`src/hw/rtl/hrlps_pkg.sv`:
```
// Shared types, codes and the index file name table for the request line path sanitizer.
`default_nettype none

package hrlps_pkg;

  // Result item kinds
  typedef enum logic {
    KIND_PATH   = 1'b0,
    KIND_STATUS = 1'b1
  } kind_t;

  // Final status codes
  typedef enum logic [1:0] {
    ST_OK          = 2'd0,
    ST_BAD_REQUEST = 2'd1,
    ST_NOT_ALLOWED = 2'd2
  } status_t;

  // Work handed from the parser to the emitter: an optional path byte,
  // an optional "index.html" run and an optional status item, in that order
  typedef struct packed {
    logic    has_byte;
    logic [7:0] byte_val;
    logic    has_index;
    logic    has_status;
    status_t status;
    logic    head;
  } cmd_t;

  // Command queue geometry
  localparam int QUEUE_DEPTH = 4;
  localparam int QUEUE_AW    = $clog2(QUEUE_DEPTH);

  // Appended default file name
  localparam int IDX_LEN = 10;
  localparam int IDX_PW  = $clog2(IDX_LEN);

  function automatic logic [7:0] idx_char(input logic [IDX_PW-1:0] pos);
    logic [7:0] c;
    case (pos)
      4'd0:    c = 8'h69; // i
      4'd1:    c = 8'h6E; // n
      4'd2:    c = 8'h64; // d
      4'd3:    c = 8'h65; // e
      4'd4:    c = 8'h78; // x
      4'd5:    c = 8'h2E; // .
      4'd6:    c = 8'h68; // h
      4'd7:    c = 8'h74; // t
      4'd8:    c = 8'h6D; // m
      4'd9:    c = 8'h6C; // l
      default: c = 8'h00;
    endcase
    return c;
  endfunction

endpackage

`default_nettype wire

```
`src/hw/rtl/hrlps_front.sv`:
```
// Parser front end: takes request bytes, tracks the request line and queues emit commands.
`default_nettype none

module hrlps_front #(
  parameter int PATH_LIMIT = 160
) (
  input  wire logic              clk,
  input  wire logic              rst_n,
  input  wire logic              in_valid,
  output      logic              in_stall,
  input  wire logic [7:0]        in_data_byte,
  input  wire logic              in_start_of_request,
  input  wire logic              cfg_wr_en,
  input  wire logic [7:0]        cfg_wr_data,
  input  wire logic              q_full,
  output      logic              push,
  output      hrlps_pkg::cmd_t   push_cmd
);

  localparam logic [8:0] CAP9 = 9'(PATH_LIMIT);

  // Characters of interest
  localparam logic [7:0] CH_SPACE = 8'h20;
  localparam logic [7:0] CH_LF    = 8'h0A;
  localparam logic [7:0] CH_CR    = 8'h0D;
  localparam logic [7:0] CH_SLASH = 8'h2F;
  localparam logic [7:0] CH_DOT   = 8'h2E;
  localparam logic [7:0] CH_PCT   = 8'h25;
  localparam logic [7:0] CH_QUERY = 8'h3F;
  localparam logic [7:0] CH_HASH  = 8'h23;

  localparam logic [31:0] METHOD_GET  = 32'h0067_6574;
  localparam logic [31:0] METHOD_HEAD = 32'h6865_6164;

  localparam logic [7:0] PREFIX_RESET = 8'd9;

  // Segment flag bit positions
  localparam int SF_SLASH = 0;
  localparam int SF_CHAR  = 1;
  localparam int SF_DOTS  = 2;

  typedef enum logic [2:0] {
    PH_METHOD,
    PH_GAP,
    PH_URL,
    PH_TAIL,
    PH_DONE
  } phase_t;

  typedef enum logic [1:0] {
    V_NONE,
    V_GET,
    V_HEAD,
    V_BAD
  } verdict_t;

  typedef struct packed {
    phase_t      phase;
    logic [31:0] mchars;
    logic [2:0]  mcount;
    verdict_t    verdict;
    logic [1:0]  esc_stage;
    logic [3:0]  esc_hi;
    logic [2:0]  seg;
    logic [7:0]  out_count;
    logic        err;
    logic [1:0]  url_started;
    logic        pending_cr;
  } pstate_t;

  typedef struct packed {
    pstate_t    s;
    logic       emit_byte;
    logic [7:0] val;
    logic       emit_index;
  } res_t;

  pstate_t                s_r, s_nxt;
  logic [7:0]             prefix_r, prefix_nxt;
  res_t                   r;
  logic                   emit_status;
  hrlps_pkg::status_t     stat;
  logic                   hd;
  logic                   accept;

  function automatic pstate_t clear_state();
    pstate_t s;
    s             = '0;
    s.phase       = PH_METHOD;
    s.verdict     = V_NONE;
    s.seg[SF_SLASH] = 1'b1;
    s.seg[SF_DOTS]  = 1'b1;
    return s;
  endfunction

  function automatic logic is_safe(input logic [7:0] c);
    return (c >= 8'h61 && c <= 8'h7A) || (c >= 8'h41 && c <= 8'h5A) ||
           (c >= 8'h30 && c <= 8'h39) || c == CH_DOT || c == 8'h2D || c == 8'h5F;
  endfunction

  // {ok, nibble}
  function automatic logic [4:0] hex_of(input logic [7:0] b);
    logic [4:0] h;
    if (b >= 8'h30 && b <= 8'h39) h = {1'b1, 4'(b - 8'h30)};
    else if (b >= 8'h61 && b <= 8'h66) h = {1'b1, 4'(b - 8'h57)};
    else if (b >= 8'h41 && b <= 8'h46) h = {1'b1, 4'(b - 8'h37)};
    else h = 5'd0;
    return h;
  endfunction

  // One decoded character into the path
  function automatic res_t accept_char(input res_t ri, input logic [7:0] c);
    res_t ro;
    logic seg_ok;
    ro     = ri;
    seg_ok = 1'b1;
    if (!ro.s.err) begin
      if (c != CH_SLASH && !is_safe(c)) begin
        ro.s.err = 1'b1;
      end else begin
        if (c == CH_SLASH) begin
          if (ro.s.seg[SF_SLASH] || !ro.s.seg[SF_CHAR] || ro.s.seg[SF_DOTS]) begin
            ro.s.err = 1'b1;
            seg_ok   = 1'b0;
          end else begin
            ro.s.seg = 3'b101;
          end
        end else begin
          ro.s.seg[SF_SLASH] = 1'b0;
          ro.s.seg[SF_CHAR]  = 1'b1;
          ro.s.seg[SF_DOTS]  = ri.s.seg[SF_DOTS] && (c == CH_DOT);
        end
        if (seg_ok) begin
          if ({1'b0, ro.s.out_count} + 9'd1 >= CAP9) begin
            ro.s.err = 1'b1;
          end else begin
            ro.emit_byte   = 1'b1;
            ro.val         = c;
            ro.s.out_count = ro.s.out_count + 8'd1;
          end
        end
      end
    end
    return ro;
  endfunction

  // End of the path: final checks and the default file name on a trailing slash
  function automatic res_t finish_path(input res_t ri);
    res_t ro;
    ro = ri;
    if (ro.s.url_started == 2'd1) begin
      ro.s.url_started = 2'd2;
      if (ro.s.esc_stage != 2'd0) ro.s.err = 1'b1;
      if (!ro.s.err) begin
        if (ro.s.seg[SF_CHAR] && ro.s.seg[SF_DOTS]) begin
          ro.s.err = 1'b1;
        end else if (ro.s.seg[SF_SLASH]) begin
          if ({1'b0, ro.s.out_count} + 9'd11 > CAP9) ro.s.err = 1'b1;
          else ro.emit_index = 1'b1;
        end
      end
    end
    return ro;
  endfunction

  // URL byte: escapes, query or fragment cut-off, plain characters
  function automatic res_t url_byte(input res_t ri, input logic [7:0] b);
    res_t ro;
    logic [4:0] h;
    ro = ri;
    h  = hex_of(b);
    if (ro.s.url_started == 2'd1 && !ro.s.err) begin
      if (ro.s.esc_stage == 2'd1) begin
        if (!h[4]) ro.s.err = 1'b1;
        else begin
          ro.s.esc_hi    = h[3:0];
          ro.s.esc_stage = 2'd2;
        end
      end else if (ro.s.esc_stage == 2'd2) begin
        if (!h[4]) ro.s.err = 1'b1;
        else begin
          ro.s.esc_stage = 2'd0;
          ro = accept_char(ro, {ro.s.esc_hi, h[3:0]});
        end
      end else if (b == CH_QUERY || b == CH_HASH) begin
        ro = finish_path(ro);
      end else if (b == CH_PCT) begin
        ro.s.esc_stage = 2'd1;
      end else begin
        ro = accept_char(ro, b);
      end
    end
    return ro;
  endfunction

  // One byte of the request line proper
  function automatic res_t line_byte(input res_t ri, input logic [7:0] b,
                                     input logic [7:0] pfx);
    res_t ro;
    logic [7:0] l;
    ro = ri;
    l  = (b >= 8'h41 && b <= 8'h5A) ? b + 8'd32 : b;
    case (ro.s.phase)
      PH_METHOD: begin
        if (b == CH_SPACE) begin
          if (ro.s.mcount == 3'd3 && ro.s.mchars[23:0] == METHOD_GET[23:0])
            ro.s.verdict = V_GET;
          else if (ro.s.mcount == 3'd4 && ro.s.mchars == METHOD_HEAD)
            ro.s.verdict = V_HEAD;
          else
            ro.s.verdict = V_BAD;
          ro.s.phase = (ro.s.verdict == V_BAD) ? PH_TAIL : PH_GAP;
        end else if (ro.s.mcount < 3'd4) begin
          ro.s.mchars = {ro.s.mchars[23:0], l};
          ro.s.mcount = ro.s.mcount + 3'd1;
        end else begin
          ro.s.mcount = 3'd5;
        end
      end
      PH_GAP: begin
        if (b != CH_SPACE) begin
          ro.s.phase       = PH_URL;
          ro.s.url_started = 2'd1;
          if ({1'b0, pfx} >= CAP9 || b != CH_SLASH) ro.s.err = 1'b1;
          ro.s.out_count = pfx;
        end
      end
      PH_URL: begin
        if (b == CH_SPACE) begin
          ro         = finish_path(ro);
          ro.s.phase = PH_TAIL;
        end else begin
          ro = url_byte(ro, b);
        end
      end
      default: ;
    endcase
    return ro;
  endfunction

  assign accept   = in_valid && !q_full;
  assign in_stall = q_full;

  // Parse one byte
  always_comb begin
    r.s         = s_r;
    r.emit_byte = 1'b0;
    r.val       = 8'd0;
    r.emit_index = 1'b0;
    emit_status = 1'b0;
    stat        = hrlps_pkg::ST_OK;
    hd          = 1'b0;
    if (in_start_of_request) r.s = clear_state();
    if (r.s.phase != PH_DONE) begin
      if (in_data_byte == CH_LF) begin
        hd = (r.s.verdict == V_HEAD);
        if (r.s.phase == PH_METHOD) begin
          stat = hrlps_pkg::ST_BAD_REQUEST;
          hd   = 1'b0;
        end else if (r.s.phase == PH_GAP) begin
          stat = hrlps_pkg::ST_BAD_REQUEST;
        end else if (r.s.verdict == V_BAD) begin
          stat = hrlps_pkg::ST_NOT_ALLOWED;
          hd   = 1'b0;
        end else begin
          r    = finish_path(r);
          stat = r.s.err ? hrlps_pkg::ST_BAD_REQUEST : hrlps_pkg::ST_OK;
        end
        r.s.phase      = PH_DONE;
        r.s.pending_cr = 1'b0;
        emit_status    = 1'b1;
      end else begin
        // a held CR that is not followed by the newline counts as a line byte;
        // it never produces a path byte
        if (r.s.pending_cr) begin
          r.s.pending_cr = 1'b0;
          r = line_byte(r, CH_CR, prefix_r);
          r.emit_byte  = 1'b0;
          r.emit_index = 1'b0;
        end
        if (in_data_byte == CH_CR) r.s.pending_cr = 1'b1;
        else r = line_byte(r, in_data_byte, prefix_r);
      end
    end
  end

  // Queue command and next state
  always_comb begin
    push_cmd.has_byte   = r.emit_byte;
    push_cmd.byte_val   = r.val;
    push_cmd.has_index  = r.emit_index;
    push_cmd.has_status = emit_status;
    push_cmd.status     = stat;
    push_cmd.head       = hd;
    push       = accept && (r.emit_byte || r.emit_index || emit_status);
    s_nxt      = accept ? r.s : s_r;
    prefix_nxt = cfg_wr_en ? cfg_wr_data : prefix_r;
  end

  always_ff @(posedge clk) begin
    if (!rst_n) begin
      s_r      <= clear_state();
      prefix_r <= PREFIX_RESET;
    end else begin
      s_r      <= s_nxt;
      prefix_r <= prefix_nxt;
    end
  end

endmodule

`default_nettype wire

```
`src/hw/rtl/hrlps_queue.sv`:
```
// Short command queue between the parser and the emitter.
`default_nettype none

module hrlps_queue (
  input  wire logic            clk,
  input  wire logic            rst_n,
  input  wire logic            push,
  input  wire hrlps_pkg::cmd_t push_cmd,
  output      logic            full,
  input  wire logic            pop,
  output      hrlps_pkg::cmd_t head,
  output      logic            nonempty
);

  localparam int DEPTH = hrlps_pkg::QUEUE_DEPTH;
  localparam int AW    = hrlps_pkg::QUEUE_AW;

  hrlps_pkg::cmd_t mem_r [DEPTH];
  logic [AW-1:0]   wr_ptr_r, wr_ptr_nxt;
  logic [AW-1:0]   rd_ptr_r, rd_ptr_nxt;
  logic [AW:0]     count_r, count_nxt;

  assign full     = (count_r == (AW+1)'(DEPTH));
  assign nonempty = (count_r != '0);
  assign head     = mem_r[rd_ptr_r];

  // Pointer and fill tracking
  always_comb begin
    wr_ptr_nxt = wr_ptr_r;
    rd_ptr_nxt = rd_ptr_r;
    if (push) wr_ptr_nxt = (wr_ptr_r == AW'(DEPTH-1)) ? '0 : wr_ptr_r + 1'b1;
    if (pop)  rd_ptr_nxt = (rd_ptr_r == AW'(DEPTH-1)) ? '0 : rd_ptr_r + 1'b1;
    case ({push, pop})
      2'b10:   count_nxt = count_r + 1'b1;
      2'b01:   count_nxt = count_r - 1'b1;
      default: count_nxt = count_r;
    endcase
  end

  always_ff @(posedge clk) begin
    if (!rst_n) begin
      wr_ptr_r <= '0;
      rd_ptr_r <= '0;
      count_r  <= '0;
    end else begin
      wr_ptr_r <= wr_ptr_nxt;
      rd_ptr_r <= rd_ptr_nxt;
      count_r  <= count_nxt;
    end
  end

  // Entry storage
  always_ff @(posedge clk) begin
    if (push) mem_r[wr_ptr_r] <= push_cmd;
  end

  a_no_overflow: assert property (@(posedge clk) disable iff (!rst_n) !(push && full))
    else $error("queue written while full");
  a_no_underflow: assert property (@(posedge clk) disable iff (!rst_n) !(pop && !nonempty))
    else $error("queue read while empty");
  a_count_range: assert property (@(posedge clk) disable iff (!rst_n)
    count_r <= (AW+1)'(DEPTH))
    else $error("queue fill count out of range");

endmodule

`default_nettype wire

```
`src/hw/rtl/hrlps_back.sv`:
```
// Emitter: queued commands become result items, one per unstalled cycle.
`default_nettype none

module hrlps_back (
  input  wire logic            clk,
  input  wire logic            rst_n,
  input  wire logic            q_nonempty,
  input  wire hrlps_pkg::cmd_t q_head,
  output      logic            pop,
  output      logic            out_valid,
  input  wire logic            out_stall,
  output      logic            out_item_kind,
  output      logic [7:0]      out_path_byte,
  output      logic [1:0]      out_status_code,
  output      logic            out_head_only,
  output      logic            out_last_of_run
);

  localparam int PW = hrlps_pkg::IDX_PW;
  localparam logic [PW-1:0] IDX_LAST = PW'(hrlps_pkg::IDX_LEN - 1);

  // Working command
  logic               w_valid_r, w_valid_nxt;
  logic               w_bp_r, w_bp_nxt;
  logic [7:0]         w_val_r, w_val_nxt;
  logic               w_ip_r, w_ip_nxt;
  logic [PW-1:0]      w_pos_r, w_pos_nxt;
  logic               w_sp_r, w_sp_nxt;
  hrlps_pkg::status_t w_code_r, w_code_nxt;
  logic               w_head_r, w_head_nxt;

  // Output register
  logic               o_valid_r, o_valid_nxt;
  logic               o_kind_r, o_kind_nxt;
  logic [7:0]         o_byte_r, o_byte_nxt;
  logic [1:0]         o_code_r, o_code_nxt;
  logic               o_head_r, o_head_nxt;
  logic               o_last_r, o_last_nxt;

  logic adv, emit, work_done;

  always_comb begin
    adv  = !o_valid_r || !out_stall;
    emit = adv && w_valid_r;

    w_bp_nxt   = w_bp_r;
    w_val_nxt  = w_val_r;
    w_ip_nxt   = w_ip_r;
    w_pos_nxt  = w_pos_r;
    w_sp_nxt   = w_sp_r;
    w_code_nxt = w_code_r;
    w_head_nxt = w_head_r;

    o_kind_nxt = o_kind_r;
    o_byte_nxt = o_byte_r;
    o_code_nxt = o_code_r;
    o_head_nxt = o_head_r;
    o_last_nxt = o_last_r;

    // emit the next pending piece of the working command
    if (emit) begin
      o_kind_nxt = hrlps_pkg::KIND_PATH;
      o_byte_nxt = 8'd0;
      o_code_nxt = hrlps_pkg::ST_OK;
      o_head_nxt = 1'b0;
      o_last_nxt = 1'b0;
      if (w_bp_r) begin
        o_byte_nxt = w_val_r;
        w_bp_nxt   = 1'b0;
      end else if (w_ip_r) begin
        o_byte_nxt = hrlps_pkg::idx_char(w_pos_r);
        w_pos_nxt  = w_pos_r + 1'b1;
        if (w_pos_r == IDX_LAST) w_ip_nxt = 1'b0;
      end else begin
        o_kind_nxt = hrlps_pkg::KIND_STATUS;
        o_code_nxt = w_code_r;
        o_head_nxt = w_head_r;
        o_last_nxt = 1'b1;
        w_sp_nxt   = 1'b0;
      end
    end

    work_done = emit && !(w_bp_nxt || w_ip_nxt || w_sp_nxt);
    pop       = q_nonempty && (!w_valid_r || work_done);

    w_valid_nxt = pop ? 1'b1 : (work_done ? 1'b0 : w_valid_r);
    if (pop) begin
      w_bp_nxt   = q_head.has_byte;
      w_val_nxt  = q_head.byte_val;
      w_ip_nxt   = q_head.has_index;
      w_pos_nxt  = '0;
      w_sp_nxt   = q_head.has_status;
      w_code_nxt = q_head.status;
      w_head_nxt = q_head.head;
    end

    o_valid_nxt = adv ? w_valid_r : o_valid_r;
  end

  always_ff @(posedge clk) begin
    if (!rst_n) begin
      w_valid_r <= 1'b0;
      o_valid_r <= 1'b0;
    end else begin
      w_valid_r <= w_valid_nxt;
      o_valid_r <= o_valid_nxt;
    end
    w_bp_r   <= w_bp_nxt;
    w_val_r  <= w_val_nxt;
    w_ip_r   <= w_ip_nxt;
    w_pos_r  <= w_pos_nxt;
    w_sp_r   <= w_sp_nxt;
    w_code_r <= w_code_nxt;
    w_head_r <= w_head_nxt;
    o_kind_r <= o_kind_nxt;
    o_byte_r <= o_byte_nxt;
    o_code_r <= o_code_nxt;
    o_head_r <= o_head_nxt;
    o_last_r <= o_last_nxt;
  end

  assign out_valid       = o_valid_r;
  assign out_item_kind   = o_kind_r;
  assign out_path_byte   = o_byte_r;
  assign out_status_code = o_code_r;
  assign out_head_only   = o_head_r;
  assign out_last_of_run = o_last_r;

  a_work_has_piece: assert property (@(posedge clk) disable iff (!rst_n)
    w_valid_r |-> (w_bp_r || w_ip_r || w_sp_r))
    else $error("working command has nothing left to emit");
  a_path_item_clean: assert property (@(posedge clk) disable iff (!rst_n)
    (o_valid_r && o_kind_r == hrlps_pkg::KIND_PATH) |->
      (o_code_r == hrlps_pkg::ST_OK && !o_head_r && !o_last_r))
    else $error("path byte item carries status fields");

endmodule

`default_nettype wire

```
`src/hw/rtl/http_request_line_path_sanitizer.sv`:
```
// Top level of the HTTP request line path sanitizer: parser, command queue and emitter.
//
//  Channel  Ports                                          Moves
//  -------  ---------------------------------------------  --------------------------------
//  in       in_valid, in_stall, in_data_byte,              one request byte per transfer
//           in_start_of_request
//  out      out_valid, out_stall, out_item_kind,           one path byte or the final status
//           out_path_byte, out_status_code, out_head_only,
//           out_last_of_run
//  cfg      cfg_wr_en, cfg_wr_data                         web root length, written directly
//
// One input byte is taken per cycle while in_stall is low; the parser state updates in the same cycle.
// Results leave the emitter's output register at one per cycle while out_stall is low.
// A byte that closes a path ending in a slash yields ten extra bytes (eleven with the
// status); the four-entry command queue absorbs them and in_stall rises only when it is full.
// Reset is synchronous, active low, and needs no clearing pass.
`default_nettype none

module http_request_line_path_sanitizer #(
  parameter int PATH_LIMIT = 160
) (
  input  wire logic       clk,
  input  wire logic       rst_n,
  input  wire logic       in_valid,
  output      logic       in_stall,
  input  wire logic [7:0] in_data_byte,
  input  wire logic       in_start_of_request,
  output      logic       out_valid,
  input  wire logic       out_stall,
  output      logic       out_item_kind,
  output      logic [7:0] out_path_byte,
  output      logic [1:0] out_status_code,
  output      logic       out_head_only,
  output      logic       out_last_of_run,
  input  wire logic       cfg_wr_en,
  input  wire logic [7:0] cfg_wr_data
);

  logic            push, pop, q_full, q_nonempty;
  hrlps_pkg::cmd_t push_cmd, q_head;

  hrlps_front #(
    .PATH_LIMIT (PATH_LIMIT)
  ) u_front (
    .clk                 (clk),
    .rst_n               (rst_n),
    .in_valid            (in_valid),
    .in_stall            (in_stall),
    .in_data_byte        (in_data_byte),
    .in_start_of_request (in_start_of_request),
    .cfg_wr_en           (cfg_wr_en),
    .cfg_wr_data         (cfg_wr_data),
    .q_full              (q_full),
    .push                (push),
    .push_cmd            (push_cmd)
  );

  hrlps_queue u_queue (
    .clk      (clk),
    .rst_n    (rst_n),
    .push     (push),
    .push_cmd (push_cmd),
    .full     (q_full),
    .pop      (pop),
    .head     (q_head),
    .nonempty (q_nonempty)
  );

  hrlps_back u_back (
    .clk             (clk),
    .rst_n           (rst_n),
    .q_nonempty      (q_nonempty),
    .q_head          (q_head),
    .pop             (pop),
    .out_valid       (out_valid),
    .out_stall       (out_stall),
    .out_item_kind   (out_item_kind),
    .out_path_byte   (out_path_byte),
    .out_status_code (out_status_code),
    .out_head_only   (out_head_only),
    .out_last_of_run (out_last_of_run)
  );

endmodule

`default_nettype wire

```
`config.mk`:
```
export PLATFORM = sky130hd
export DESIGN_NAME = http_request_line_path_sanitizer
export DESIGN_NICKNAME = d
export VERILOG_FILES = /design/src/hw/rtl/hrlps_pkg.sv /design/src/hw/rtl/hrlps_front.sv /design/src/hw/rtl/hrlps_queue.sv /design/src/hw/rtl/hrlps_back.sv /design/src/hw/rtl/http_request_line_path_sanitizer.sv
export SDC_FILE = /design/constraint.sdc
export NUM_CORES = 1
export LEC_CHECK = 0
export BUFFER_PORTS_ARGS = -buffer_cell sky130_fd_sc_hd__buf_4
export CAP_MARGIN = 5
export CORE_ASPECT_RATIO = 0.6
export CORE_MARGIN = 2
export CORE_UTILIZATION = 40
export CTS_BUF_LIST = sky130_fd_sc_hd__clkbuf_2
export DETAILED_ROUTE_END_ITERATION = 8
export GPL_ROUTABILITY_DRIVEN = 0
export GPL_TIMING_DRIVEN = 1
export SYNTH_ARGS = -nofsm -noshare
export SYNTH_HDL_FRONTEND = slang
export SYNTH_SLANG_ARGS = --single-unit
```
`constraint.sdc`:
```
create_clock -name clk -period 4.7 [get_ports clk]
set_input_delay 0.235 -clock clk [delete_from_list [all_inputs] [get_ports clk]]
set_output_delay 0.235 -clock clk [all_outputs]
set_load 0.005 [all_outputs]
```
Word-level counts from Yosys, hierarchy flattened
Memory sizes are Yosys's and may differ from the RTL's. A register that Yosys moved wholly into a read port is not among the register bits. Cells that the tools add are included.

Add/sub/neg operators: 17. $lt $le $gt $ge: 27. Eq/ne operators: 46. Mux-type cells: 321. Bitwise operators: 1. Reduce and logical (&&, ||, !) cells: 76.

Operators by type and width (count): $mux W9 (50); $mux W71 (6); $mux W1 (159); $mux W31 (5); $mux W12 (12); $eq A8 B6 Y1 const B (13); $mux W11 (8); $pmux W37 S2 (1); $pmux W35 S2 (1); $le A8 B7 Y1 const B (8); $mux W32 (2); $mux W61 (1); $mux W5 (12); $mux W60 (1); $mux W3 (17); $ge A8 B7 Y1 const B (6); $pmux W11 S2 (2); $mux W14 (3); $mux W8 (5); $mux W2 (18); $mux W35 (1); $mux W17 (2); $eq A32 B31 Y1 const B (1); $ne A8 B6 Y1 const B (4); other kinds (42) (150).

Flip-flop bits (word level): 108. Bits in writable memories: 56. Memory bits (read-only): 112. Memories kept: 2.

Memory list: (name not given) (words 16, bits a word 7, read ports 1, clocked after memory_dff 1, write ports 0, line hrlps_pkg.sv:40) `case (pos)`; u_queue.mem_r (words 4, bits a word 14, read ports 1, clocked after memory_dff 1, write ports 1, line hrlps_queue.sv:18) `hrlps_pkg::cmd_t mem_r [DEPTH];`.

Depth between registers and ports, before layout
Gate-level depths: netlist of the first run.

Depth in word-level cells: 110. Gate-level depth with buffers: 24. Depth with buffers taken out: 21.

By module
From an unflattened synthesis of the first run, not the netlist that was laid out.

Cell total of the unflattened synthesis: 1117. Area, all modules: 10277.4 um^2.

Modules (own cells, without submodules): hrlps_front (instances 1, cells each 875, area each 6118.4 um^2, sequential area each 1381.3 um^2); hrlps_queue (instances 1, cells each 116, area each 2504.9 um^2, sequential area each 1861.8 um^2); hrlps_back (instances 1, cells each 126, area each 1654.1 um^2, sequential area each 1011.0 um^2).

Worst setup path after synthesis of the first run
OpenSTA, ideal clock, no wires.

Path type: input port to flip-flop. Start: input in_data_byte[1]. End: register u_queue.count_r[2]. Setup time: 76 ps. Data arrival time: 4099 ps. Data required time: 4624 ps. Slack: 526 ps. Cell stages on the path: 20. Buffers on the path: 2. Cell sequence: clkbuf_1 > inv_1 > ha_1 > o21ba_1 > o211a_4 > and2_4 > buf_6 > a22oi_1 > nor3_1 > o32ai_1 > nand3_2 > a21oi_1 > o21ai_2 > inv_1 > ha_1 > inv_1 > fa_1 > xor2_1 > or3_1 > a21boi_0.

Cells in the longest elaborated chain, start to end: 40. Elaborated cells between the ends (all ways): 115. Those cells by class: 3 x add/sub; 14 x order compare; 18 x eq/ne; 53 x mux; 27 x reduce/logical.

RTL lines: from (decl) (line http_request_line_path_sanitizer.sv:26) `input wire logic [7:0] in_data_byte,`; $ge A8 B7 Y1 / $le A8 B7 Y1 (equally long branches) (line hrlps_front.sv:97, hrlps_front.sv:106); $logic_and A1 B1 Y1 (line hrlps_front.sv:106) `else if (b >= 8'h41 && b <= 8'h46) h = {1'b1, 4'(b - 8'h37)};`; $mux W5 (line hrlps_front.sv:106); $mux W5 (line hrlps_front.sv:105) `else if (b >= 8'h61 && b <= 8'h66) h = {1'b1, 4'(b - 8'h57)};`; $mux W5 (line hrlps_front.sv:104) `if (b >= 8'h30 && b <= 8'h39) h = {1'b1, 4'(b - 8'h30)};`; $mux W5 (line hrlps_front.sv:229) `if (b == CH_SPACE) begin`; $mux W5 (line hrlps_front.sv:203) `case (ro.s.phase)`; $mux W5 (line hrlps_front.sv:281) `if (in_data_byte == CH_CR) r.s.pending_cr = 1'b1;`; [... 24 more ...]; $mux W10 (line hrlps_front.sv:281); $mux W71 (line hrlps_front.sv:255) `if (in_data_byte == CH_LF) begin`; $mux W71 (line hrlps_front.sv:254) `if (r.s.phase != PH_DONE) begin`; $logic_or A1 B1 Y1 (line hrlps_front.sv:295) `push = accept && (r.emit_byte || r.emit_index || emit_status);`; $logic_or A1 B1 Y1 (*) (line hrlps_front.sv:295); $logic_and A1 B1 Y1 (*) (line hrlps_front.sv:295); $eq A2 B1 Y1 / $eq A2 B2 Y1 (equally long branches) (line hrlps_queue.sv:33) `case ({push, pop})`; $pmux W3 S2 / $reduce_bool A2 Y1 (equally long branches); to (signal assigned) (line hrlps_queue.sv:48) `count_r <= count_nxt;`; to (decl) (line hrlps_queue.sv:21) `logic [AW:0] count_r, count_nxt;`.

Every way passes the cells marked *; elsewhere a longest branch is shown, timed or not. The select of a mux whose other input is x is not followed. A chain may end at the register's enable or synchronous reset.

Worst setup path after layout of the first run
Start: input in_data_byte[0]. End: register u_queue.count_r[2].

Same word-level chain as after synthesis.

==> impl_metrics.ini, run 1 <==
[drt]
dr.pass1.iters = 6
wirelength_um = 31900
drc = 0
drtIter0Drc = 1317
wl_per_cell_um = 20.5
vias_per_cell = 6.06
vias = 9409
ant_nets = 0

[hold_path]
hold_path_end = u_back.w_bp_r
hold_class = primary input to register
hp-start = out_stall
whs_path_depth = 6

[sta]
worst_slack_ns = 0.420
fin_skew_ns = 0.0601
worst_slew_margin_rel_pct = 17.8
maxSlewViolCount = 0
rsz0062_at_grt = false
timing.fmax_mhz = 234
finalSetupViolCount = 0
period_share_pct = 91.1
fin_crit_ns = 4.28
hold_viol_final = 0
tightest_slew_ns = 1.23
setup_tns_ns = 0

[die]
rows = 45
die_y_um = 128
dieWidth_um = 211
die_area_mm2 = 0.0271
initial_core_util_pct = 40.7
coreArea_mm2 = 0.0253
ioPinCount = 37

[setup_path]
rr_endpoint = u_queue.count_r[2]
crit_required_ns = 5.46
crit_path_end_kind = register
crit_slowest_cell = dlygate4sd3_1
crit_chain = dlygate4sd3_1 > buf_4 > inv_1 > ha_1 > nor4b_1 > nor4_1 > o2bb2ai_2 > mux2_2 > nor2b_1 > and2_1 > nor4_1 > a21oi_1 > o21ai_2 > inv_1 > ha_1 > inv_1 > fa_1 > xor2_1 > or3_1 > a21boi_0
crit_path_max_fanout = 12
cp-start-kind = primary input
critical_path_class = primary input to register
rrSetupSlack_ns = 0.48
cp_slowest_stage_delay_ns = 0.52
regToRegStartpoint = u_front.s_r[0]
path_common_cell = inv_1
cp_top_family = simple AND/OR/NAND/NOR gates
path_buf_inv = 5
worstRegToRegCells = 20
cp.arrival_ns = 5.04
crit_start = in_data_byte[0]

[cts]
cts_setup_buffers = 0
h-tree-depth = 4
cts_tree = done
cts_buffers = 17
insertion_delay_ns = 0.83
clockBufferDepth = 2
cts.sinks = 173
root_buffer = clkbuf_2
clk_pin_slew_worst_paths_ns = 0.28

[synthesis]
syn_avg_cell_area_um2 = 9.06
synth_top_area_share_pct = 23.0
seq_area_frac_synth_pct = 41.2
synthTopCellsByArea = edfxtp_1 23%, dfxtp_1 18%, nand2_1 4.4%
synth_area_leader_cell = edfxtp_1
synth_edf_count = 79
synthDistinctLibCells = 89
synth-async-reset-ratio_pct = 0
synthCells = 1139
synth_common_cells = 122 x nand2_1, 94 x dfxtp_1, 87 x nor2_1
syn_area_mm2 = 0.0103
ys_seq_elements = 173
synth-main-ff-cell = dfxtp_1
yosysWarnings = 0
yosys.cell_count.top_type = nand2_1

[finish]
area_delta_synth_final_pct = 13.2
final_core_util_pct = 46.1
nets = 1258
drive_gt1_share_pct = 12.6

[power]
peakVddDrop_mv = 0.145
power-per-cell-area_mw_per_mm2 = 272
p_sw_mw = 1.04
p_leak_nw = 4.11
netSwitchingFraction_pct = 32.6
power_frac_clock_pct = 24.1
p_seq_share_pct = 56.6
p_int_mw = 2.14
pwr-share-comb_pct = 19.3

[global_route]
grt_util_all_layers_pct = 23.7
grt_pass1_vias = 8426
antenna_found_initial = 1
grt_first_pass_wirelength_um = 49500
grt_max_degree = 84
overflow = 0

[status]
status = complete, no violations

[job]
maxCapViolCount = 0

[placement]
detailedPlace.worstSlack_ns = 0.222
post-dp-hpwl_um = 22700
port-buffer-count = 36
==> power by group through the flow <==
stage,clock [mW],sequential [mW],combinational [mW]
final,0.768,1.80,0.614
after global routing,0.845,1.82,0.682
after CTS,0.791,1.80,0.607
after detailed placement,0,1.83,0.575
after global placement,0,1.83,0.570
after floorplan,0,1.79,0.397
==> registers in the layout (all words and copies together), names as in the netlist, 3 cells and up, named ones only <==
name and count:
u_back.out_path_byte 8, u_back.w_pos_r 4, u_back.w_val_r 8, u_front.prefix_r 8, u_front.s_r 61, u_queue.count_r 3
u_queue.mem_r 56
==> placed cells by master, fill, tap and decap left out, drive strengths merged, types with 6 or more instances in the layout <==
master / n
a222oi: 16
nor2b: 55
nand3b: 6
o21ai: 85
a21boi: 16
nor4b: 7
a211oi: 7
a21o: 10
nor3: 30
edfxtp: 79
mux4: 14
dlygate4sd3: 38
a22oi: 24
a22o: 8
mux2i: 19
xor2: 9
a32o: 6
nand3: 29
nand2b: 9
a21oi: 68
ha: 25
nor2: 87
o31ai: 8
and2: 43
and3: 8
a31o: 6
a31oi: 7
a32oi: 7
clkbuf: 18
inv: 36
xnor2: 6
buf: 82
clkinv: 6
nand2: 124
nand4: 12
nor4: 14
or2: 6
dfxtp: 94
==> worst max-delay path by stage <==
| stage | endpoint | slack [ns] | cells past startpoint |
|---|---|---|---|
| 6_report | u_queue.count_r[2] | 0.42 | 20 |
| 4_1_cts | u_queue.count_r[2] | 0.27 | 20 |
| 3_5_place_dp | u_queue.count_r[2] | 0.22 | 19 |
| 3_3_place_gp | u_queue.count_r[2] | 0.35 | 19 |
| 2_1_floorplan | u_queue.count_r[2] | 0.53 | 20 |
| 5_1_grt | u_queue.count_r[2] | 0.03 | 21 |
==> through the flow <==
stage               cells  area (um2)  power (mW)  hold WS [ns]
floorplan            1142       10300        2.18         0.364
global placement     1482       11100        2.40         0.446
detailed placement   1482       11100        2.41         0.453
CTS                  1552       11700        3.20         0.294
global route         1553       11700        3.34         0.325
finish               1553       11700        3.18         0.426
==> logic make-up after synthesis <==
group                    Yosys count  synth area share, %
adder cells (fa/ha/maj)           26                 3.23
flip-flops                       173                 41.2
XOR/XNOR                          15                 1.27
other                              1               0.0364
multiplexers                      35                 5.16
AO/OA/AOI/OAI                    330                 21.9
buffers and inverters             99                 4.03
AND/OR/NAND/NOR                  460                 23.2
==> routing by layer <==
| layer | global-route usage, % | vias up | share of wire (%) |
|---|---|---|---|
| li1 | - | 4398 | - |
| met1 | 37.8 | 4480 | 49 |
| met2 | 28.7 | 500 | 37 |
| met3 | 9.18 | 31 | 13 |
| met4 | 5.63 | 0 | 1.0 |
| met5 | 0 | - | 0 |
==> worst min-delay path: cells and delay by family <==
kind | cells | cell delay [ns]
AND/OR/NAND/NOR | 4 | 0.36
buffers and inverters | 2 | 0.64
==> what timing repair did <==
action                                  in CTS  in global routing
resized for setup                            0                  3
hold buffers                                38                  0
endpoints found under the setup margin       0                  2
hold endpoints to repair                   107                  0
==> cell type report <==
| cell class | instances | area, um2 |
|---|---|---|
| timing repair buffer | 120 | 1010 |
| clock buffer | 18 | 90.1 |
| inverter | 28 | 105 |
| sequential | 173 | 4260 |
| tap | 329 | 412 |
| fill | 2470 | 13700 |
| antenna | 1 | 2.50 |
| multi-input combinational | 870 | 5680 |
| clock inverter | 14 | 128 |
(Power assumes the default switching activity.)
==> inputs of run 2 (changes only) <==
--- a/config.mk
+++ b/config.mk
@@ -14,6 +14,7 @@
 export DETAILED_ROUTE_END_ITERATION = 8
 export GPL_ROUTABILITY_DRIVEN = 0
 export GPL_TIMING_DRIVEN = 1
+export RECOVER_POWER = 50
 export SYNTH_ARGS = -nofsm -noshare
 export SYNTH_HDL_FRONTEND = slang
 export SYNTH_SLANG_ARGS = --single-unit
==> impl_metrics.ini, run 2 (synthesis gave the netlist of run 1 again) <==
[status]
status = finished with violations
violations = capacitance limit, slew limit

[drt]
ant_nets = 0
vias = 9459
vias_per_cell = 6.09
drtIter0Drc = 1410
dr.pass1.iters = 9
drc = 0
wirelength_um = 31900
wl_per_cell_um = 20.6

[sta]
fin_crit_ns = 4.33
hold_viol_final = 0
period_share_pct = 92.1
rsz0062_at_grt = false
setup_tns_ns = 0
maxSlewViolCount = 84
tightest_slew_ns = 3.39
timing.fmax_mhz = 231
finalSetupViolCount = 0
fin_skew_ns = 0.0602
worst_slew_margin_rel_pct = -126

[finish]
final_area_mm2 = 0.0116
largest_reg_flops = 61
final_cell_mix = 122 x nand2_1, 93 x dfxtp_1, 87 x nor2_1
layout_top_registers = u_front.s_r: 61 flops, u_queue.mem_r: 56 flops
final_common_cell = nand2_1
area_delta_synth_final_pct = 12.9
top_register = u_front.s_r
drive_gt1_share_pct = 11.8
nets = 1258

[die]
rows = 45
ioPinCount = 37
initial_core_util_pct = 40.7
coreArea_mm2 = 0.0253
die_area_mm2 = 0.0271
die_y_um = 128
dieWidth_um = 211

[global_route]
grt_pass1_vias = 8426
grt_max_degree = 84
grt_first_pass_wirelength_um = 49500
grt_util_all_layers_pct = 23.7
overflow = 0
antenna_found_initial = 1

[setup_path]
crit_required_ns = 5.46
rrSetupSlack_ns = 0.44
cp-start-kind = primary input
cp.arrival_ns = 5.09
crit_path_max_fanout = 18
worstRegToRegCells = 17
regToRegStartpoint = u_front.s_r[59]
critical_path_class = primary input to register
crit_path_end_kind = register
rr_endpoint = u_queue.count_r[2]

[cts]
cts_buffers = 17
cts_tree = done
cts_setup_buffers = 0
clockBufferDepth = 2
h-tree-depth = 4
root_buffer = clkbuf_2
clk_pin_slew_worst_paths_ns = 0.29
cts.sinks = 173
insertion_delay_ns = 0.82

[job]
maxCapViolCount = 1

[power]
power_frac_clock_pct = 24.2
power-per-cell-area_mw_per_mm2 = 272
p_sw_mw = 1.03
p_int_mw = 2.14
p_leak_nw = 4.06
peakVddDrop_mv = 0.145
pwr-share-comb_pct = 19.1
netSwitchingFraction_pct = 32.6
p_seq_share_pct = 56.8

[placement]
placed_area_mm2 = 0.0111
post-dp-hpwl_um = 22700
port-buffer-count = 36

[hold_path]
hold_path_end = u_back.w_bp_r
hold_class = primary input to register
hp-start = out_stall
whs_path_depth = 6
[run 2: power groups by stage]
stage	Sequential [mW]	Clock, mW	Combinational (mW)
global route	1.82	0.845	0.673
CTS	1.80	0.791	0.607
finish	1.80	0.766	0.605
floorplan	1.79	0	0.397
detailed placement	1.83	0	0.575
global placement	1.83	0	0.570
[run 2: through the flow]
stage | power, mW | utilization (%) | hold WS [ns] | worst slack (ns) | std cells
4_1_cts | 3.20 | 46.0 | 0.294 | 0.269 | 1552
3_5_place_dp | 2.41 | 43.7 | 0.453 | 0.222 | 1482
3_3_place_gp | 2.40 | 43.7 | 0.446 | 0.347 | 1482
6_report | 3.17 | 46.0 | 0.424 | 0.370 | 1553
2_1_floorplan | 2.18 | - | 0.364 | 0.526 | 1142
5_1_grt | 3.34 | 46.0 | 0.330 | 0.0293 | 1553
[run 2: worst max-delay path, cell delays in order]
cell and delay [ns]:
dlygate4sd3_1 0.52, clkbuf_1 0.69, nand3_1 0.19, a32o_1 0.33, o2bb2ai_2 0.21, a22oi_1 0.40, nor3_1 0.09, o32ai_1 0.44
nand3_2 0.13, a21oi_1 0.36, o21ai_2 0.14, inv_1 0.07, ha_1 0.17, inv_1 0.07, fa_1 0.42, xor2_1 0.15
or3_1 0.29, a21boi_0 0.17
[run 2: worst max-delay path by stage]
| stage | slack [ns] | endpoint | startpoint | depth (start not counted) |
|---|---|---|---|---|
| final | 0.37 | u_queue.count_r[2] | in_data_byte[4] | 18 |
| after global routing | 0.03 | u_queue.count_r[2] | u_front.s_r[60] | 21 |
| after CTS | 0.27 | u_queue.count_r[2] | u_front.s_r[0] | 20 |
| after detailed placement | 0.22 | u_queue.count_r[2] | in_data_byte[0] | 19 |
| after global placement | 0.35 | u_queue.count_r[2] | in_data_byte[0] | 19 |
| after floorplan | 0.53 | u_queue.count_r[2] | in_data_byte[1] | 20 |
[run 2: cell type report]
cell class | count | area (um2)
fill | 2479 | 13700
multi-input combinational | 870 | 5680
sequential | 173 | 4260
timing repair buffer | 120 | 975
tap | 329 | 412
clock inverter | 14 | 128
inverter | 28 | 105
clock buffer | 18 | 90.1
antenna | 1 | 2.50
[run 2: metal layers]
metal  GRT usage, %  vias to the layer above  share of wire, %
met4           5.63                        0               1.1
met5              0                        -                 0
met1           37.8                     4483                49
met2           28.7                      526                37
met3           9.18                       32                13
li1               -                     4418                 -
[run 2: repair_timing]
action                     in CTS  in global routing
hold endpoints to repair      107                  0
hold buffers                   38                  0
setup endpoints to repair       0                  2
gates resized for setup         0                  3
==> inputs of run 3 (changes only) <==
--- a/config.mk
+++ b/config.mk
@@ -5,7 +5,7 @@
 export SDC_FILE = /design/constraint.sdc
 export NUM_CORES = 1
 export LEC_CHECK = 0
-export BUFFER_PORTS_ARGS = -buffer_cell sky130_fd_sc_hd__buf_4
+export BUFFER_PORTS_ARGS = -buffer_cell sky130_fd_sc_hd__buf_2
 export CAP_MARGIN = 5
 export CORE_ASPECT_RATIO = 0.6
 export CORE_MARGIN = 2
==> impl_metrics.ini, run 3 (synthesis gave the netlist of run 1 again) <==
[status]
status = finished with violations
violations = DRC, capacitance limit, slew limit

[drt]
vias = 9445
wl_per_cell_um = 20.2
drtIter0Drc = 1217
drc = 10
ant_nets = 0
vias_per_cell = 6.10
dr.pass1.iters = 9
wirelength_um = 31300

[finish]
nets = 1254
top_register = u_front.s_r
largest_reg_flops = 61
final_common_cell = nand2_1
drive_gt1_share_pct = 11.3
area_delta_synth_final_pct = 12.0
ff_latch_area_mm2 = 0.00426
final_cell_mix = 122 x nand2_1, 93 x dfxtp_1, 87 x nor2_1
final_core_util_pct = 45.6
multi_input_area_mm2 = 0.00567
nFillCells = 2474
layout_top_registers = u_front.s_r: 61 flops, u_queue.mem_r: 56 flops
fin_cells = 1549

[setup_path]
path_common_cell = inv_1
regToRegStartpoint = u_front.s_r[0]
crit_path_end_kind = register
cp-start-kind = primary input
crit_chain = dlygate4sd3_1 > buf_2 > inv_1 > ha_1 > nor4b_1 > nor4_1 > o2bb2ai_2 > mux2_2 > nor2b_1 > and2_1 > nor4_1 > a21oi_1 > o21ai_2 > inv_1 > ha_1 > inv_1 > fa_1 > xor2_1 > or3_1 > a21boi_0
cp_slowest_stage_delay_ns = 0.52
crit_path_max_fanout = 12
crit_required_ns = 5.46
crit_start = in_data_byte[0]
critical_path_class = primary input to register
crit_slowest_cell = dlygate4sd3_1
cp.arrival_ns = 5.10

[sta]
hold_viol_final = 0
rsz0062_at_grt = false
maxSlewViolCount = 55
fin_crit_ns = 4.34
worst_slew_margin_rel_pct = -46.0
setup_tns_ns = 0
fin_skew_ns = 0.0489
tightest_slew_ns = 2.19
period_share_pct = 92.3
timing.fmax_mhz = 230
finalSetupViolCount = 0

[die]
initial_core_util_pct = 40.7
ioPinCount = 37
die_y_um = 128
rows = 45
dieWidth_um = 211
die_area_mm2 = 0.0271
coreArea_mm2 = 0.0253

[power]
p_leak_nw = 4.01
peakVddDrop_mv = 0.129
total_power_mw = 3.20
power-per-cell-area_mw_per_mm2 = 277

[cts]
clk_pin_slew_worst_paths_ns = 0.29
root_buffer = clkbuf_2
cts_buffers = 17
h-tree-depth = 4
clockBufferDepth = 2
cts_tree = done
cts.sinks = 173
insertion_delay_ns = 0.84

[job]
maxCapViolCount = 1

[global_route]
overflow = 0
grt_util_all_layers_pct = 23.1
grt_first_pass_wirelength_um = 48200
grt_pass1_vias = 8249
grt_max_degree = 55
antenna_found_initial = 1

[placement]
port-buffer-count = 36
placed_cells = 1482
post-dp-hpwl_um = 22900

[hold_path]
hp-start = in_data_byte[2]
hold_class = primary input to register
-- run 3: changes by cell type in the layout (fill, tap and decap cells not counted), moves of 3 or more --
cell,change
inv_8,-3
buf_2,+26
clkbuf_4,-15
clkbuf_1,+7
clkinv_8,+4
dlygate4sd3_1,-4
buf_4,-18
-- run 3: final cells by class --
cell class / count / share of cell area (%)
sequential: 173 / 36.8
clock buffer: 17 / 0.736
multi-input combinational: 870 / 49.1
tap: 329 / 3.56
clock inverter: 15 / 1.54
antenna: 1 / 0.0217
inverter: 28 / 0.910
timing repair buffer: 116 / 7.30
-- run 3: per-layer routing --
metal / up-vias / wire length [um] / track usage [%]
li1: 4409 / - / -
met1: 4565 / 15600 / 36.7
met2: 446 / 11500 / 28.5
met3: 25 / 3890 / 8.81
met4: 0 / 334 / 4.68
met5: - / 0 / 0
-- run 3: what timing repair did --
| action | 4_1_cts | 5_1_grt |
|---|---|---|
| setup buffers | 0 | 0 |
| endpoints found under the setup margin | 0 | 1 |
| resized for setup | 0 | 3 |
| endpoints found under the hold margin | 61 | 0 |
| hold buffers | 34 | 0 |
-- run 3: power by group --
| part | switching, mW | internal (mW) | leakage, nW |
|---|---|---|---|
| Clock | 0.640 | 0.185 | 0.154 |
| Sequential | 0.0928 | 1.71 | 1.45 |
| Combinational | 0.337 | 0.239 | 2.41 |
-- run 3: through the flow --
stage / setup WS, ns / instance area, um2 / hold slack, ns
after floorplan: 0.526 / 10300 / 0.364
after global placement: 0.318 / 11000 / 0.444
after detailed placement: 0.145 / 11000 / 0.445
after CTS: 0.236 / 11600 / 0.0418
after global routing: 0.00987 / 11600 / 0.105
final: 0.361 / 11600 / 0.160
-- run 3: final timing paths --
| path | end | depth (start not counted) | slack, ns |
|---|---|---|---|
| worst max-delay path | u_queue.count_r[2] | 20 | 0.36 |
| worst max register to register | u_queue.count_r[2] | 19 | 0.36 |
| worst min-delay path | u_front.s_r[28] | 6 | 0.16 |
| worst min register to register | u_back.w_sp_r | 2 | 0.48 |
-- run 3: critical path, delay by kind of cell --
kind	cells	cell delay [ns]
compound gates	4	0.90
mux	1	0.34
xor+xnor	1	0.16
fa+ha+maj	3	0.88
buf+inv	5	1.08
simple gates	6	1.50
